===== src/spf_pkg.sv =====
// Package for the scanline polygon span fill block.
// Holds the span limit and the transaction kind codes; no dependencies.
`default_nettype none
package spf_pkg;
    localparam int SPAN_LIMIT = 8;
    localparam logic KIND_LOAD = 1'b0;
    localparam logic KIND_QUERY = 1'b1;
endpackage
`default_nettype wire


===== src/spf_ram.sv =====
// Generic single-port RAM with registered read for the span fill block.
// No dependencies.
`default_nettype none
module spf_ram #(
    parameter int WIDTH = 12,
    parameter int DEPTH = 16
) (
    input  wire logic                     aclk,
    input  wire logic                     we,
    input  wire logic [$clog2(DEPTH)-1:0] addr,
    input  wire logic [WIDTH-1:0]         wdata,
    output logic      [WIDTH-1:0]         rdata
);
    logic [WIDTH-1:0] mem [DEPTH];
    always_ff @(posedge aclk) begin
        if (we) begin
            mem[addr] <= wdata;
        end
        rdata <= mem[addr];
    end
endmodule
`default_nettype wire


===== src/spf_div.sv =====
// Serial signed divider, one quotient bit per cycle, truncating toward zero.
// No dependencies.
`default_nettype none
module spf_div #(
    parameter int NW = 26,
    parameter int DW = 14
) (
    input  wire logic                 aclk,
    input  wire logic                 aresetn,
    input  wire logic                 start,
    input  wire logic signed [NW-1:0] num,
    input  wire logic signed [DW-1:0] den,
    output logic                      done,
    output logic signed [NW-1:0]      quot
);
    localparam int CW = $clog2(NW + 1);
    logic [NW-1:0] q_reg, q_next;
    logic [DW:0]   r_reg, r_next;
    logic [DW-1:0] d_reg;
    logic          neg_reg;
    logic [CW-1:0] cnt_reg;
    logic          busy_reg;
    logic [DW:0]   trial;

    always_comb begin
        trial  = {r_reg[DW-1:0], q_reg[NW-1]};
        r_next = trial;
        q_next = {q_reg[NW-2:0], 1'b0};
        if (trial >= {1'b0, d_reg}) begin
            r_next = trial - {1'b0, d_reg};
            q_next[0] = 1'b1;
        end
    end

    always_ff @(posedge aclk) begin
        done <= 1'b0;
        if (!aresetn) begin
            busy_reg <= 1'b0;
            cnt_reg  <= '0;
        end else if (start) begin
            busy_reg <= 1'b1;
            cnt_reg  <= CW'(NW);
            q_reg    <= num[NW-1] ? NW'(-num) : num;
            d_reg    <= den[DW-1] ? DW'(-den) : den;
            neg_reg  <= num[NW-1] ^ den[DW-1];
            r_reg    <= '0;
        end else if (busy_reg) begin
            q_reg   <= q_next;
            r_reg   <= r_next;
            cnt_reg <= cnt_reg - 1'b1;
            if (cnt_reg == CW'(1)) begin
                busy_reg <= 1'b0;
                done     <= 1'b1;
            end
        end
    end
    assign quot = neg_reg ? NW'(-q_reg) : q_reg;
endmodule
`default_nettype wire


===== src/scanline_polygon_span_fill.sv =====
// Top level of the scanline polygon span fill block.
// Depends on spf_pkg, spf_ram and spf_div.
`default_nettype none
// A load transaction writes one vertex and gives no result.
// A query transaction walks every edge of the polygon: two RAM reads and a
// crossing test per edge. Each crossing edge adds a multiply and a serial
// divide in the shared divider (2*COORD_BITS+2 quotient bits, one per
// cycle), then an insertion sort of the new crossing (one compare-and-shift
// per cycle, then a final step that drops it in). Spans then leave one per
// cycle while m_ready is high; the block is not ready during a query. An
// empty row gives one result with has_span low and last high.
module scanline_polygon_span_fill #(
    parameter int MAX_VERTICES = 16,
    parameter int COORD_BITS   = 12
) (
    input  wire logic                         aclk,
    input  wire logic                         aresetn,
    input  wire logic                         cfg_valid,
    output logic                              cfg_ready,
    input  wire logic [4:0]                   cfg_data,
    input  wire logic                         s_valid,
    output logic                              s_ready,
    input  wire logic                         s_kind,
    input  wire logic [3:0]                   s_vertex_index,
    input  wire logic signed [COORD_BITS-1:0] s_vertex_x,
    input  wire logic signed [COORD_BITS-1:0] s_vertex_y,
    input  wire logic signed [COORD_BITS-1:0] s_scan_row,
    output logic                              m_valid,
    input  wire logic                         m_ready,
    output logic signed [COORD_BITS-1:0]      m_span_row,
    output logic signed [COORD_BITS-1:0]      m_span_x_start,
    output logic signed [COORD_BITS-1:0]      m_span_x_end,
    output logic                              m_has_span,
    output logic                              m_last
);
    localparam int AW = $clog2(MAX_VERTICES);
    localparam int NB = $clog2(MAX_VERTICES + 1);
    localparam int CB = COORD_BITS;
    localparam int NW = 2 * CB + 2;
    localparam int DW = CB + 2;

    typedef enum logic [3:0] {
        ST_IDLE, ST_RD_A, ST_RD_B, ST_TEST, ST_DIV_GO, ST_DIV_WAIT,
        ST_INS, ST_NEXT, ST_OUT
    } state_t;

    state_t state_reg;
    logic [4:0] vcount_reg;
    logic [NB-1:0] n_lim;
    logic signed [CB-1:0] row_reg;
    logic [NB-1:0] edge_reg, nx_reg, pos_reg, pairs_reg, k_reg;
    logic signed [CB-1:0] x1_reg, y1_reg;
    logic signed [CB-1:0] xs_reg [MAX_VERTICES];
    logic signed [CB-1:0] xnew_reg;

    logic ram_we;
    logic [AW-1:0] ram_addr;
    logic signed [CB-1:0] rx, ry;
    logic div_start, div_done;
    logic signed [NW-1:0] div_num, div_quot;
    logic signed [DW-1:0] div_den;

    // Clamp the vertex count into the legal range.
    always_comb begin
        if (vcount_reg < 5'd3) n_lim = NB'(3);
        else if (32'(vcount_reg) > MAX_VERTICES) n_lim = NB'(MAX_VERTICES);
        else n_lim = NB'(vcount_reg);
    end

    assign ram_we = (state_reg == ST_IDLE) && s_valid && s_kind == spf_pkg::KIND_LOAD
                    && 32'(s_vertex_index) < MAX_VERTICES;
    always_comb begin
        if (state_reg == ST_IDLE) ram_addr = AW'(s_vertex_index);
        else if (state_reg == ST_RD_A) ram_addr = AW'(edge_reg);
        else ram_addr = (edge_reg + 1'b1 == n_lim) ? '0 : AW'(edge_reg + 1'b1);
    end

    spf_ram #(.WIDTH(CB), .DEPTH(MAX_VERTICES)) u_ram_x (
        .aclk(aclk), .we(ram_we), .addr(ram_addr), .wdata(s_vertex_x), .rdata(rx));
    spf_ram #(.WIDTH(CB), .DEPTH(MAX_VERTICES)) u_ram_y (
        .aclk(aclk), .we(ram_we), .addr(ram_addr), .wdata(s_vertex_y), .rdata(ry));

    // Second endpoint sits on the RAM outputs during ST_TEST and after.
    logic signed [CB-1:0] x2_hold_reg, y2_hold_reg;
    logic crosses;
    assign crosses = (row_reg >= y1_reg && row_reg < ry) || (row_reg >= ry && row_reg < y1_reg);

    assign div_num = NW'((CB+1)'(row_reg) - (CB+1)'(y1_reg))
                   * NW'((CB+1)'(x2_hold_reg) - (CB+1)'(x1_reg));
    assign div_den = DW'(y2_hold_reg) - DW'(y1_reg);

    spf_div #(.NW(NW), .DW(DW)) u_div (
        .aclk(aclk), .aresetn(aresetn), .start(div_start), .num(div_num),
        .den(div_den), .done(div_done), .quot(div_quot));
    assign div_start = (state_reg == ST_DIV_GO);

    assign s_ready   = (state_reg == ST_IDLE);
    assign cfg_ready = (state_reg == ST_IDLE);

    logic [NB-1:0] pm1;
    assign pm1 = pos_reg - 1'b1;

    always_ff @(posedge aclk) begin
        if (!aresetn) begin
            state_reg  <= ST_IDLE;
            vcount_reg <= 5'd3;
            m_valid    <= 1'b0;
        end else begin
            case (state_reg)
                ST_IDLE: begin
                    if (cfg_valid) vcount_reg <= cfg_data;
                    if (s_valid && s_kind == spf_pkg::KIND_QUERY) begin
                        row_reg   <= s_scan_row;
                        edge_reg  <= '0;
                        nx_reg    <= '0;
                        state_reg <= ST_RD_A;
                    end
                end
                ST_RD_A: state_reg <= ST_RD_B;
                ST_RD_B: begin
                    x1_reg <= rx;
                    y1_reg <= ry;
                    state_reg <= ST_TEST;
                end
                ST_TEST: begin
                    x2_hold_reg <= rx;
                    y2_hold_reg <= ry;
                    state_reg <= crosses ? ST_DIV_GO : ST_NEXT;
                end
                ST_DIV_GO: state_reg <= ST_DIV_WAIT;
                ST_DIV_WAIT: begin
                    if (div_done) begin
                        xnew_reg  <= CB'(NW'(x1_reg) + div_quot);
                        pos_reg   <= nx_reg;
                        state_reg <= ST_INS;
                    end
                end
                ST_INS: begin
                    // Shift larger entries up one place, then drop in.
                    if (pos_reg != '0 && xs_reg[AW'(pm1)] > xnew_reg) begin
                        xs_reg[AW'(pos_reg)] <= xs_reg[AW'(pm1)];
                        pos_reg <= pm1;
                    end else begin
                        xs_reg[AW'(pos_reg)] <= xnew_reg;
                        nx_reg <= nx_reg + 1'b1;
                        state_reg <= ST_NEXT;
                    end
                end
                ST_NEXT: begin
                    if (edge_reg + 1'b1 == n_lim) begin
                        pairs_reg <= (nx_reg >> 1) > NB'(spf_pkg::SPAN_LIMIT)
                                   ? NB'(spf_pkg::SPAN_LIMIT) : (nx_reg >> 1);
                        k_reg <= '0;
                        state_reg <= ST_OUT;
                    end else begin
                        edge_reg <= edge_reg + 1'b1;
                        state_reg <= ST_RD_A;
                    end
                end
                ST_OUT: begin
                    if (!m_valid || m_ready) begin
                        if (m_valid && m_last) begin
                            m_valid   <= 1'b0;
                            state_reg <= ST_IDLE;
                        end else begin
                            m_valid    <= 1'b1;
                            m_span_row <= row_reg;
                            if (pairs_reg == '0) begin
                                m_has_span     <= 1'b0;
                                m_span_x_start <= '0;
                                m_span_x_end   <= '0;
                                m_last         <= 1'b1;
                            end else begin
                                m_has_span     <= 1'b1;
                                m_span_x_start <= xs_reg[AW'({k_reg, 1'b0})];
                                m_span_x_end   <= xs_reg[AW'({k_reg, 1'b1})];
                                m_last         <= (k_reg + 1'b1 == pairs_reg);
                                k_reg          <= k_reg + 1'b1;
                            end
                        end
                    end
                end
                default: state_reg <= ST_IDLE;
            endcase
        end
    end

`ifndef SYNTHESIS
    // Results only appear while the query sequencer is in its output phase.
    a_valid_in_out: assert property (@(posedge aclk) disable iff (!aresetn)
        m_valid |-> state_reg == ST_OUT) else $error("result outside output phase");
    // An empty row result always closes the query.
    a_empty_last: assert property (@(posedge aclk) disable iff (!aresetn)
        (m_valid && !m_has_span) |-> m_last) else $error("empty result not last");
    // The crossing list never overflows the edge count.
    a_nx_bound: assert property (@(posedge aclk) disable iff (!aresetn)
        32'(nx_reg) <= MAX_VERTICES) else $error("crossing count overflow");
`endif
endmodule
`default_nettype wire

===== config.mk =====
export PLATFORM = sky130hd
export DESIGN_NAME = scanline_polygon_span_fill
export DESIGN_NICKNAME = d
export VERILOG_FILES = /design/src/spf_pkg.sv /design/src/spf_ram.sv /design/src/spf_div.sv /design/src/scanline_polygon_span_fill.sv
export SDC_FILE = /design/constraint.sdc
export NUM_CORES = 2
export LEC_CHECK = 0
export BUFFER_PORTS_ARGS = -buffer_cell sky130_fd_sc_hd__buf_2
export CAP_MARGIN = 10
export CORE_ASPECT_RATIO = 1.2
export CORE_MARGIN = 4
export CORE_UTILIZATION = 55
export DETAILED_ROUTE_END_ITERATION = 16
export GPL_ROUTABILITY_DRIVEN = 0
export GPL_TIMING_DRIVEN = 1
export PLACE_DENSITY = 0.71
export SLEW_MARGIN = 20
export SYNTH_ARGS = -nofsm -noshare
export SYNTH_HDL_FRONTEND = slang
export SYNTH_SLANG_ARGS = --single-unit
export TNS_END_PERCENT = 100

===== constraint.sdc =====
create_clock -name aclk -period 16.3 [get_ports aclk]
set_clock_uncertainty 0.05 [all_clocks]
set_input_delay 3.26 -clock aclk [delete_from_list [all_inputs] [get_ports aclk]]
set_output_delay 3.26 -clock aclk [all_outputs]
set_load 0.02 [all_outputs]

==> metrics.log <==
INFO  metric run_status = finished clean
INFO  metric io-pin-count = between 90 and 100
INFO  metric drt_iter0_markers = 2961
INFO  metric achievable-frequency = 110 MHz
INFO  metric async_reset_ff_share = 0%
INFO  metric clock_insertion_delay_at_the_later_pin_of_the_skew_report = 660 ps
INFO  metric cts_setup_buffers = 0
INFO  metric slew-limit-headroom = 19.5%
INFO  metric place_hpwl = 69.0 mm
INFO  metric floorplan.die.height = 322 µm
INFO  metric min-delay-path-class = reg -> reg
INFO  metric final-max-slew-violation-count = 0
INFO  metric detail_route.drc_violations = 0
INFO  metric cell_variety_after_synth = a little under 90
INFO  metric grt_setup_unrepaired = no
INFO  metric h_tree_levels = 3
INFO  metric r2r_slack = roughly 7200 ps
INFO  metric core.rowCount = about 110
INFO  metric syn2layout_area_growth = 10.2%
INFO  metric hold_path.startpoint = u_ram_x.rdata[3]$_DFF_P_
INFO  metric final_nets = between 3000 and 4000
INFO  metric critPathLaunchType = flip-flop
INFO  metric power_switching = 3330 µW
INFO  metric pwr-share-clk = 23.4%
INFO  metric clk_pin_slew_worst_paths = ~60 ps
INFO  metric layout_worst_path_cycle_share = between 50% and 60%
INFO  metric number_of_cells_upsized_or_downsized_after_cts = 0
INFO  metric die_x = 270 µm
INFO  metric timing.max_cap.violations = 0
INFO  metric period_needed = a little over 9000 ps
INFO  metric route.detailed.vias_per_inst = 6.22
INFO  metric grt_pass1_vias = between 20000 and 30000
INFO  metric critical_path.slowest_cell = sky130_fd_sc_hd__xor2_1
INFO  metric clkSinkCount = about 810
INFO  metric grt_start_max_net_pins = 170
INFO  metric cts_root_buffer = sky130_fd_sc_hd__clkbuf_16
INFO  metric share_of_total_power_consumed_by_net_switching = 38.5%
INFO  metric power.sequential.fraction = 27.3%
INFO  metric die-area = slightly below 90000 µm²
INFO  metric path_common_cell = sky130_fd_sc_hd__fa_1
INFO  metric synth_seq_area_share = a little over half
INFO  metric grt.overflow.total = 0
INFO  metric worst_ir_drop_vdd = 0.000392 V
INFO  metric hold_depth = 0
INFO  metric worst-setup-path-type = reg -> reg
INFO  metric cell_depth_of_the_worst_flop_to_flop_path = 31
INFO  metric static-leakage-power = 0.0190 µW
INFO  metric timing.critical_path.arrival = roughly 9400 ps
INFO  metric grt_usage = between 20 and 30%
INFO  metric comb_power_share = between 40% and 50%
INFO  metric postSynth.topFlopCell = sky130_fd_sc_hd__edfxtp_1
INFO  metric avgRoutedWirePerCell = around 23 µm
INFO  metric syn_nets = about 3900
INFO  metric syn-instance-count = about 3500
INFO  metric number_of_antenna_violations_at_the_first_check_in_global_routing = 7
INFO  metric worstReg2RegStart = x1_reg[1]$_DFFE_PP_
INFO  metric finalSetupViolCount = 0
INFO  metric syn-cell-area = around 45000 µm²
INFO  metric avgSynthCellArea = between 10 and 15 µm²
INFO  metric placement.io_buffers = 91
INFO  metric fin_tns_setup = 0 ps
INFO  metric first_pass_grt_wire_length = around 170 mm
INFO  metric dr_total_vias = 29200
INFO  metric worst_ep_required_time = approximately 17000 ps
INFO  metric post-place-cells = approximately 4500
INFO  metric numCtsBuffers = slightly above 80
INFO  metric hold_path_end = x1_reg[3]$_DFFE_PP_
INFO  metric drt_first_pass_iters = 5
INFO  metric path_max_fanout = 29
INFO  metric post_route_cells_drive_above_1_share = about 14%
INFO  metric drt-total-wl = roughly 110 mm
INFO  metric post_layout_nonfiller_instances = ~4700
INFO  metric cts-hold-fix-buffers = 0
INFO  metric initial_core_util = roughly 56%
INFO  metric clock_path_buffers = 3
INFO  metric whs = 366 ps
INFO  metric synth-edff-count = approximately 770
INFO  metric core_region_area = between 80000 and 90000 µm²
INFO  metric max_stage_delay = slightly below 800 ps
INFO  metric cts_tree = built
INFO  metric worstSetupEndpointType = flip-flop
INFO  metric worst-slew-pin-transition = 1210 ps
INFO  metric internal_power = ~5300 µW
INFO  metric yosys_register_bits = between 800 and 900
INFO  metric synth.yosys.warnings = 0
INFO  metric timing_hold_violations_final = 0
INFO  metric final_antenna_net_count = 0
INFO  metric powerDensity = approximately 170 nW/µm²
INFO  metric rr_endpoint = u_div.q_reg[14]$_DFFE_PP_
-- power by group through the flow --
stage	registers [µW]	clock network, µW	logic (µW)
floorplan	2380	0	3490
global placement	2400	0	4200
detailed placement	2410	0	4250
CTS	2360	2040	4270
global route	2360	2140	4820
finish	2360	2020	4270
-- cell families (layout without fill, tap and decap cells) --
logic type,after synthesis,in the layout,share of synthesized area (%)
xor gates and xnor gates,142,142,2.75
and+or+nand+nor,1049,1049,11.5
buffers and inverters,474,585,4.38
muxes,271,271,9.15
AOI/OAI and AO/OA,454,454,7.58
DFF,806,806,52.6
other,1,6,0.00829
adders and majority gates,332,332,12.0
-- layout make-up --
class	instances	area [µm²]
Multi-Input combinational cell	2249	19800
Fill cell	6122	31200
Tap cell	1044	1310
Antenna cell	5	12.5
Sequential cell	806	23800
Timing Repair Buffer	142	956
Inverter	287	1080
Clock inverter	45	628
Clock buffer	111	2300
-- worst max path at each step --
stage,from,endpoint,slack [ps],cells past startpoint
after CTS,row_reg[0]$_DFFE_PP_,u_div.q_reg[14]$_DFFE_PP_,7100,29
after global placement,row_reg[0]$_DFFE_PP_,u_div.q_reg[14]$_DFFE_PP_,7310,29
after detailed placement,row_reg[0]$_DFFE_PP_,u_div.q_reg[14]$_DFFE_PP_,7080,29
after floorplan,x1_reg[0]$_DFFE_PP_,u_div.q_reg[17]$_DFFE_PP_,8210,32
after global routing,x1_reg[1]$_DFFE_PP_,u_div.q_reg[14]$_DFFE_PP_,6560,31
final,x1_reg[1]$_DFFE_PP_,u_div.q_reg[14]$_DFFE_PP_,7230,31
-- routing by layer --
metal	share of wire (%)	wire length (µm)	track usage (%)	vias to the layer above
li1	-	-	-	13200
met1	39	42800	32.5	14600
met2	49	53700	42.8	1126
met3	8.3	9100	4.53	250
met4	3.6	3950	9.43	6
met5	0.031	34	0	-
-- metrics by stage --
| stage | utilization (%) | worst slack [ps] | power [µW] | area (µm²) |
|---|---|---|---|---|
| 2_1_floorplan | - | 8210 | 5880 | 45200 |
| 3_3_place_gp | 57.7 | 7310 | 6600 | 46700 |
| 3_5_place_dp | 57.7 | 7080 | 6650 | 46800 |
| 4_1_cts | 61.4 | 7100 | 8680 | 49700 |
| 5_1_grt | 61.5 | 6560 | 9330 | 49800 |
| 6_report | 61.5 | 7230 | 8650 | 49800 |
-- cells in the final DEF, fill, tap and decap left out, types with 41 or more instances in the layout --
cell                        netlist  final
sky130_fd_sc_hd__a21oi_1         66     65
sky130_fd_sc_hd__a221o_1         61     61
sky130_fd_sc_hd__a221oi_1        67     67
sky130_fd_sc_hd__and3_1         158    156
sky130_fd_sc_hd__buf_2           27     91
sky130_fd_sc_hd__buf_4           17     44
sky130_fd_sc_hd__clkbuf_16        0     87
sky130_fd_sc_hd__dfxtp_1         41     41
sky130_fd_sc_hd__edfxtp_1       765    765
sky130_fd_sc_hd__fa_1           168    168
sky130_fd_sc_hd__ha_1           164    163
sky130_fd_sc_hd__inv_1          286    286
sky130_fd_sc_hd__mux2_2          47     47
sky130_fd_sc_hd__mux2i_1        112    112
sky130_fd_sc_hd__mux4_2         108    108
sky130_fd_sc_hd__nand2_1        279    278
sky130_fd_sc_hd__nand2b_1        49     49
sky130_fd_sc_hd__nand3_1        110    110
sky130_fd_sc_hd__nand4_1         65     65
sky130_fd_sc_hd__nor2_1         210    186
sky130_fd_sc_hd__nor2b_1         47     47
sky130_fd_sc_hd__o21ai_0         81     81
sky130_fd_sc_hd__xnor2_1         88     85
sky130_fd_sc_hd__xor2_1          54     53
-- critical path: cells and delay by family (launching register included) --
| family | cells | cell delay [ps] |
|---|---|---|
| simple gates | 4 | 580 |
| fa+ha+maj | 8 | 3430 |
| xor+xnor | 3 | 1060 |
| flops | 1 | 460 |
| buf+inv | 5 | 540 |
| compound gates | 10 | 2400 |
| mux | 1 | 260 |
-- Yosys cell counts (12+ instances only) --
cell type	instances	area (µm²)
sky130_fd_sc_hd__a221oi_1	67	587
sky130_fd_sc_hd__nand2_1	279	1050
sky130_fd_sc_hd__inv_1	286	1070
sky130_fd_sc_hd__mux2i_1	112	1120
sky130_fd_sc_hd__buf_1	17	63.8
sky130_fd_sc_hd__ha_1	164	2050
sky130_fd_sc_hd__a2111oi_0	12	105
sky130_fd_sc_hd__xnor2_1	88	771
sky130_fd_sc_hd__o21a_1	12	90.1
sky130_fd_sc_hd__nand3_1	110	551
sky130_fd_sc_hd__buf_6	14	158
sky130_fd_sc_hd__a211oi_1	12	90.1
sky130_fd_sc_hd__nor4_1	20	125
sky130_fd_sc_hd__a21o_1	19	143
sky130_fd_sc_hd__nor2_1	210	788
sky130_fd_sc_hd__buf_2	27	135
sky130_fd_sc_hd__a31oi_1	15	93.8
sky130_fd_sc_hd__nand2b_1	49	307
sky130_fd_sc_hd__fa_1	168	3360
sky130_fd_sc_hd__a21boi_0	15	113
sky130_fd_sc_hd__nor3_1	38	190
sky130_fd_sc_hd__clkbuf_1	112	420
sky130_fd_sc_hd__dfxtp_1	41	821
sky130_fd_sc_hd__edfxtp_1	765	23000
sky130_fd_sc_hd__a221o_1	61	611
sky130_fd_sc_hd__nor2b_1	47	294
sky130_fd_sc_hd__xor2_1	54	473
sky130_fd_sc_hd__o21ai_0	81	405
sky130_fd_sc_hd__or2_2	12	75.1
sky130_fd_sc_hd__and2_1	14	87.6
sky130_fd_sc_hd__a311oi_1	18	158
sky130_fd_sc_hd__and3_1	158	988
sky130_fd_sc_hd__a21oi_1	66	330
sky130_fd_sc_hd__buf_4	17	128
sky130_fd_sc_hd__mux4_2	108	2430
sky130_fd_sc_hd__mux2_2	47	529
sky130_fd_sc_hd__or3_1	15	93.8
sky130_fd_sc_hd__nand4_1	65	407
Note: power is estimated with default switching activity, not from simulation.
